[config.mk]
export PLATFORM = sky130hd
export DESIGN_NAME = pcg32_random_generator
export DESIGN_NICKNAME = d
export VERILOG_FILES = /design/src/hdl/pcg32_pkg.sv /design/src/hdl/pcg32_random_generator.sv
export SDC_FILE = /design/constraint.sdc
export NUM_CORES = 2
export LEC_CHECK = 0
export BUFFER_PORTS_ARGS = -buffer_cell sky130_fd_sc_hd__buf_2
export CAP_MARGIN = 5
export CORE_MARGIN = 2
export CORE_UTILIZATION = 50
export CTS_CLUSTER_DIAMETER = 50
export DETAILED_ROUTE_END_ITERATION = 10
export MAX_ROUTING_LAYER = met4
export PLACE_DENSITY = 0.74
export SYNTH_ARGS = -nofsm -noshare
export SYNTH_HDL_FRONTEND = slang
export SYNTH_SLANG_ARGS = --single-unit
[constraint.sdc]
create_clock -name clock -period 23.8 [get_ports clock]
set_input_delay 0 -clock clock [delete_from_list [all_inputs] [get_ports clock]]
set_output_delay 0 -clock clock [all_outputs]
set_load 0.05 [all_outputs]
[src/hdl/pcg32_pkg.sv]
// shared types, constants and output function of the pcg32 generator
package pcg32_pkg;

   localparam int unsigned STATE_W     = 64;
   localparam int unsigned HALF_W      = 32;
   localparam int unsigned VALUE_W     = 32;
   localparam int unsigned SEQ_W       = 63;
   localparam int unsigned CSR_INDEX_W = 2;
   localparam int unsigned CSR_DATA_W  = 63;
   localparam int unsigned COUNT_W     = 5;

   localparam logic [STATE_W-1:0] DEFAULT_STATE  = 64'h853c_49e6_748f_ea9b;
   localparam logic [STATE_W-1:0] DEFAULT_STREAM = 64'hda3e_39cb_94b9_5bdb;
   localparam logic [STATE_W-1:0] MULTIPLIER     = 64'h5851_f42d_4c95_7f2d;

   localparam logic [CSR_INDEX_W-1:0] REG_STREAM_MODE    = 2'd0;
   localparam logic [CSR_INDEX_W-1:0] REG_SEQUENCE_INDEX = 2'd1;

   typedef enum logic [3:0] {
      ST_IDLE,
      ST_MUL_LO,
      ST_MUL_CROSS_HI,
      ST_MUL_CROSS_LO,
      ST_SEED_ADD,
      ST_DIV_THRESH,
      ST_CHECK,
      ST_DIV_REM,
      ST_RESULT
   } state_type;

   typedef enum logic [1:0] {
      DRAW_SEED_FIRST,
      DRAW_SEED_SECOND,
      DRAW_REQUEST
   } draw_kind_type;

   // xorshift high then rotate right by the top five bits
   function automatic logic [VALUE_W-1:0] xsh_rr(input logic [STATE_W-1:0] prev);
      logic [STATE_W-1:0] mix_wide;
      logic [VALUE_W-1:0] mixed;
      logic [4:0]         rot;
      logic [2*VALUE_W-1:0] doubled;
      mix_wide = ((prev >> 18) ^ prev) >> 27;
      mixed    = mix_wide[VALUE_W-1:0];
      rot      = prev[63:59];
      doubled  = {mixed, mixed} >> rot;
      return doubled[VALUE_W-1:0];
   endfunction

endpackage

[src/hdl/pcg32_random_generator.sv]
// top level of the pcg32 xsh-rr generator with bounded draws
// One request is taken at a time. A draw uses a single 32x32 multiplier three times
// to advance the 64-bit state. A zero limit skips the remainder unit. A nonzero
// limit first runs a bit-serial remainder unit for the rejection threshold, then
// draws, and then runs the same unit again for the final remainder; each rejected
// draw adds another draw. After reset the default state and stream are loaded at
// once. A register write with stream mode 1 reseeds through two discarded draws,
// during which requests and writes are held off; the result register lets a
// finished value wait while the next request is taken.
module pcg32_random_generator (
   input  logic                                  clock,
   input  logic                                  reset,
   input  logic                                  req_valid,
   output logic                                  req_ready,
   input  logic [pcg32_pkg::VALUE_W-1:0]         req_limit,
   output logic                                  rsp_valid,
   input  logic                                  rsp_ready,
   output logic [pcg32_pkg::VALUE_W-1:0]         rsp_value,
   input  logic                                  csr_valid,
   output logic                                  csr_ready,
   input  logic [pcg32_pkg::CSR_INDEX_W-1:0]     csr_index,
   input  logic [pcg32_pkg::CSR_DATA_W-1:0]      csr_wdata
);
   import pcg32_pkg::*;

   state_type             state_ff, state_in;
   draw_kind_type         kind_ff, kind_in;
   logic                  mode_ff, mode_in;
   logic [SEQ_W-1:0]      seq_ff, seq_in;
   logic [STATE_W-1:0]    gen_ff, gen_in;
   logic [STATE_W-1:0]    inc_ff, inc_in;
   logic [STATE_W-1:0]    acc_ff, acc_in;
   logic [VALUE_W-1:0]    draw_ff, draw_in;
   logic [VALUE_W-1:0]    limit_ff, limit_in;
   logic [VALUE_W-1:0]    thresh_ff, thresh_in;
   logic [VALUE_W-1:0]    rem_ff, rem_in;
   logic [VALUE_W-1:0]    dvd_ff, dvd_in;
   logic [COUNT_W-1:0]    count_ff, count_in;
   logic                  rsp_valid_ff, rsp_valid_in;
   logic [VALUE_W-1:0]    rsp_value_ff, rsp_value_in;

   logic [HALF_W-1:0]     mul_a, mul_b;
   logic [STATE_W-1:0]    mul_prod;
   logic [VALUE_W:0]      div_shift, div_diff;
   logic [VALUE_W-1:0]    div_next;
   logic                  out_free;
   logic                  cfg_write, req_take;
   logic                  new_mode;
   logic [SEQ_W-1:0]      new_seq;

   // shared multiplier
   always_comb begin
      mul_a = (state_ff == ST_MUL_CROSS_HI) ? gen_ff[63:32] : gen_ff[31:0];
      mul_b = (state_ff == ST_MUL_CROSS_LO) ? MULTIPLIER[63:32] : MULTIPLIER[31:0];
   end
   assign mul_prod = STATE_W'(mul_a) * STATE_W'(mul_b);

   // shared restoring remainder step
   assign div_shift = {rem_ff, dvd_ff[VALUE_W-1]};
   assign div_diff  = div_shift - {1'b0, limit_ff};
   assign div_next  = div_diff[VALUE_W] ? div_shift[VALUE_W-1:0] : div_diff[VALUE_W-1:0];

   assign out_free  = !rsp_valid_ff || rsp_ready;
   assign csr_ready = (state_ff == ST_IDLE);
   assign req_ready = (state_ff == ST_IDLE) && !csr_valid;
   assign cfg_write = csr_valid && csr_ready;
   assign req_take  = req_valid && req_ready;
   assign rsp_valid = rsp_valid_ff;
   assign rsp_value = rsp_value_ff;

   assign new_mode = (csr_index == REG_STREAM_MODE) ? csr_wdata[0] : mode_ff;
   assign new_seq  = (csr_index == REG_SEQUENCE_INDEX) ? csr_wdata : seq_ff;

   always_comb begin
      state_in     = state_ff;
      kind_in      = kind_ff;
      mode_in      = mode_ff;
      seq_in       = seq_ff;
      gen_in       = gen_ff;
      inc_in       = inc_ff;
      acc_in       = acc_ff;
      draw_in      = draw_ff;
      limit_in     = limit_ff;
      thresh_in    = thresh_ff;
      rem_in       = rem_ff;
      dvd_in       = dvd_ff;
      count_in     = count_ff;
      rsp_value_in = rsp_value_ff;
      rsp_valid_in = rsp_ready ? 1'b0 : rsp_valid_ff;

      case (state_ff)
         ST_IDLE: begin
            if (cfg_write) begin
               if (csr_index == REG_STREAM_MODE || csr_index == REG_SEQUENCE_INDEX) begin
                  mode_in = new_mode;
                  seq_in  = new_seq;
                  if (new_mode) begin
                     gen_in   = '0;
                     inc_in   = {new_seq, 1'b1};
                     kind_in  = DRAW_SEED_FIRST;
                     state_in = ST_MUL_LO;
                  end else begin
                     gen_in = DEFAULT_STATE;
                     inc_in = DEFAULT_STREAM;
                  end
               end
            end else if (req_take) begin
               limit_in = req_limit;
               kind_in  = DRAW_REQUEST;
               if (req_limit == '0) begin
                  state_in = ST_MUL_LO;
               end else begin
                  rem_in   = '0;
                  dvd_in   = '0 - req_limit;
                  count_in = '0;
                  state_in = ST_DIV_THRESH;
               end
            end
         end
         ST_MUL_LO: begin
            draw_in  = xsh_rr(gen_ff);
            acc_in   = mul_prod + inc_ff;
            state_in = ST_MUL_CROSS_HI;
         end
         ST_MUL_CROSS_HI: begin
            acc_in[63:32] = acc_ff[63:32] + mul_prod[31:0];
            state_in      = ST_MUL_CROSS_LO;
         end
         ST_MUL_CROSS_LO: begin
            gen_in = {acc_ff[63:32] + mul_prod[31:0], acc_ff[31:0]};
            case (kind_ff)
               DRAW_SEED_FIRST:  state_in = ST_SEED_ADD;
               DRAW_SEED_SECOND: state_in = ST_IDLE;
               DRAW_REQUEST:     state_in = ST_CHECK;
               default:          state_in = ST_IDLE;
            endcase
         end
         ST_SEED_ADD: begin
            gen_in   = gen_ff + DEFAULT_STATE;
            kind_in  = DRAW_SEED_SECOND;
            state_in = ST_MUL_LO;
         end
         ST_DIV_THRESH: begin
            rem_in   = div_next;
            dvd_in   = dvd_ff << 1;
            count_in = count_ff + COUNT_W'(1);
            if (count_ff == '1) begin
               thresh_in = div_next;
               state_in  = ST_MUL_LO;
            end
         end
         ST_CHECK: begin
            if (limit_ff == '0) begin
               rem_in   = draw_ff;
               state_in = ST_RESULT;
            end else if (draw_ff >= thresh_ff) begin
               rem_in   = '0;
               dvd_in   = draw_ff;
               count_in = '0;
               state_in = ST_DIV_REM;
            end else begin
               state_in = ST_MUL_LO;
            end
         end
         ST_DIV_REM: begin
            rem_in   = div_next;
            dvd_in   = dvd_ff << 1;
            count_in = count_ff + COUNT_W'(1);
            if (count_ff == '1) begin
               state_in = ST_RESULT;
            end
         end
         ST_RESULT: begin
            if (out_free) begin
               rsp_valid_in = 1'b1;
               rsp_value_in = rem_ff;
               state_in     = ST_IDLE;
            end
         end
         default: begin
            state_in = ST_IDLE;
         end
      endcase
   end

   always_ff @(posedge clock) begin
      if (reset) begin
         state_ff     <= ST_IDLE;
         kind_ff      <= DRAW_REQUEST;
         mode_ff      <= 1'b0;
         seq_ff       <= '0;
         gen_ff       <= DEFAULT_STATE;
         inc_ff       <= DEFAULT_STREAM;
         rsp_valid_ff <= 1'b0;
      end else begin
         state_ff     <= state_in;
         kind_ff      <= kind_in;
         mode_ff      <= mode_in;
         seq_ff       <= seq_in;
         gen_ff       <= gen_in;
         inc_ff       <= inc_in;
         rsp_valid_ff <= rsp_valid_in;
      end
   end

   // datapath, no reset
   always_ff @(posedge clock) begin
      acc_ff       <= acc_in;
      draw_ff      <= draw_in;
      limit_ff     <= limit_in;
      thresh_ff    <= thresh_in;
      rem_ff       <= rem_in;
      dvd_ff       <= dvd_in;
      count_ff     <= count_in;
      rsp_value_ff <= rsp_value_in;
   end

endmodule
==> reports/summary.txt <==
fin crit share: 0.555
Yosys reg bits: 459
Clock Latency Late Sink: 620 ps
TNS Setup: 0 ps
placed cell areas: 54,100 um2
Synth area leaders: fa_1, edfxtp_1, ha_1
CP peak stage delay: 700 ps
CTS tree: yes
die footprint: 106,000 um2
status: finished clean
DRC Markers: 0
Num CTS Buffers: 49
initial antenna violation count: 0
post-route ant nets: 0
Total Nets Final: 7,079
Placeable Area: 103,000 um2
WL/cell: 21.5 um
ratio of cells with drive above 1 in the final layout: 0.0646
port buffer count: 136
yosys warns: 0
DR vias: 42,000
detailed placement HPWL: 126,000 um
clock slew at reported path FFs: 70 ps
Starting Density: 0.503
count of different cell masters after synthesis: 93
drt total wl: 157,000 um
f_max: 0.0757 GHz
max-cap viol count: 0
post-synth top area share: 0.206
First DRT Iteration DRCs: 4,113
count of final max-slew check failures: 0
Clock Tree Root: clkbuf_16
CP Launch Type: flip-flop
sequential fraction of the synthesis area: 0.227
drt first pass iters: 6
postcts setup bufs: 0
ys flop type: edfxtp_1
Sink Count: 459
Slew HR: 0.182
global-route wire length before repair: 244,000 um
n_diodes: 0
Hold Crit Class: in2reg
Mean Syn Cell Area: 9.08 um2
RSZ-0062 raised after global routing: false
Worst Path Max Fanout: 54
cell accounting for the most synthesized area: fa_1
CP most frequent cell: fa_1
total grt overflow: 0
Final Hold Vio Count: 0
CP required: 24,170 ps
kind of critical path: reg2reg
Mapped Area: 51,900 um2
Resize count post-CTS: 0
worst slew pin tran: 1200 ps
Boundary Pins: 137
vias per inst: 5.77
die height: 326 um
slowest CP cell: buf_4
GRT Overall Usage: 0.304
Async S/R FF share, synth: 0
EDFF count, synth: 261
global placer's final weighted congestion: 0.988
Design Area, Final: 56,700 um2
CP arrival: 13,570 ps
clk_skew: 29.2 ps
P&R area growth vs syn: 9.20%
crit path time final: 13,200 ps
vias in the first global route: 41,800
die width: 326 um
Setup Viol. Count Final: 0
num rows: 118
Clock Tree Buf Depth: 3
H-tree levels: 2
Syn Inst Count: 5,722
pin count of the biggest net entering global routing: 100
Worst setup EP type: flip-flop
[cell families (layout without fill, tap and decap cells)]
logic type      Yosys count  in the layout  synth area share
compound gates         1215           1215             0.145
xor+xnor                244            244            0.0412
fa+ha+maj              1116           1116             0.346
buf+inv                1089           1237            0.0797
flops                   459            459             0.227
mux                     182            182            0.0388
other cells               2             31          0.000145
simple gates           1415           1415             0.122
[cells in the mapped netlist, drive strengths merged (18+ instances only)]
cell type	number
nand4	38
buf	45
mux2i	139
fa	535
a211oi	22
edfxtp	261
nand2	517
a21oi	378
o21ai	318
and3	26
a22oi	31
nor2b	37
ha	581
clkbuf	196
xnor2	158
o22ai	38
or3	18
o21bai	37
nor4	28
xor2	86
nor2	476
o211ai	47
mux2	37
o31ai	19
nand3	73
o21a	24
inv	847
dfxtp	198
nor3	65
nand2b	69
a21o	125
a31oi	40
[worst max-delay path: cells and delay by family, from the launching register on]
kind	cells	cell delay (ps)
DFF	1	530
AOI/OAI and AO/OA	14	3020
adders and majority gates	10	4540
muxes	1	230
and+or+nand+nor	7	2360
buffers and inverters	5	1820
xor gates and xnor gates	1	420
[registers in the layout, summed over array words and instances, names as in the netlist]
signal and cells:
seq_ff 63, thresh_ff 32, rsp_valid 1, mode_ff 1
count_ff 5, rem_ff 32, rsp_value 32, gen_ff 64
inc_ff 63, kind_ff 2, acc_ff 64, state_ff 4
dvd_ff 32, draw_ff 32, limit_ff 32
[routing by layer]
layer  global-route usage  part of all wire
met5                    -                 0
met2                0.481              0.47
met4                0.108             0.042
met3               0.0415             0.069
met1                0.400              0.42
[per-stage QoR]
stage               setup WS, ps  hold slack (ps)   util  instances
floorplan                  13050             98.9      -       5751
global placement           11000              213  0.524       7088
detailed placement         10920              211  0.524       7088
CTS                        10860           0.0592  0.549       7279
global route               10080             75.3  0.549       7279
finish                     10600             30.2  0.549       7279
[path summary, 6_finish.rpt]
kind,from,endpoint,slack (ps),cells after the start
max reg2reg,state_ff[1],acc_ff[61],10600,38
min reg2reg,kind_ff[1],kind_ff[1],480,1
min,csr_index[1],inc_ff[8],30,6
max,state_ff[1],acc_ff[61],10600,38
[cell type report]
cell class | count | area, um2
clock inverter | 28 | 241
multi-input combinational | 4203 | 36200
fill | 9151 | 46500
inverter | 848 | 3180
timing repair buffer | 300 | 2170
clock buffer | 61 | 1360
sequential | 459 | 11800
tap | 1380 | 1730
[cells in the final DEF (no fill, tap or decap), types with 18 or more instances in the layout]
cell	instances
o21a_1	23
nand2b_1	68
fa_1	535
a31oi_1	39
buf_4	62
clkbuf_16	52
o211ai_1	47
conb_1	31
o22ai_1	38
xnor2_1	158
inv_1	842
a21o_1	125
o21ai_0	308
mux2_2	18
o31ai_1	19
a22oi_1	31
buf_2	135
nor2b_1	35
nand3_1	73
nor4_1	26
nor2_1	475
a21oi_1	372
edfxtp_1	261
o21bai_1	37
nand2_1	516
xor2_1	86
a211oi_1	21
nor3_1	60
and3_1	26
dfxtp_1	198
ha_1	581
mux2i_1	133
dlygate4sd3_1	102
nand4_1	38
mux2_4	19
[timing repair]
item	4_1_cts	5_1_grt
endpoints found under the hold margin	227	0
hold buffers	102	0
setup endpoints to repair	0	0
Power is not shown: default switching activity piles up to over one toggle a cycle in this logic, so the estimate is an artifact.
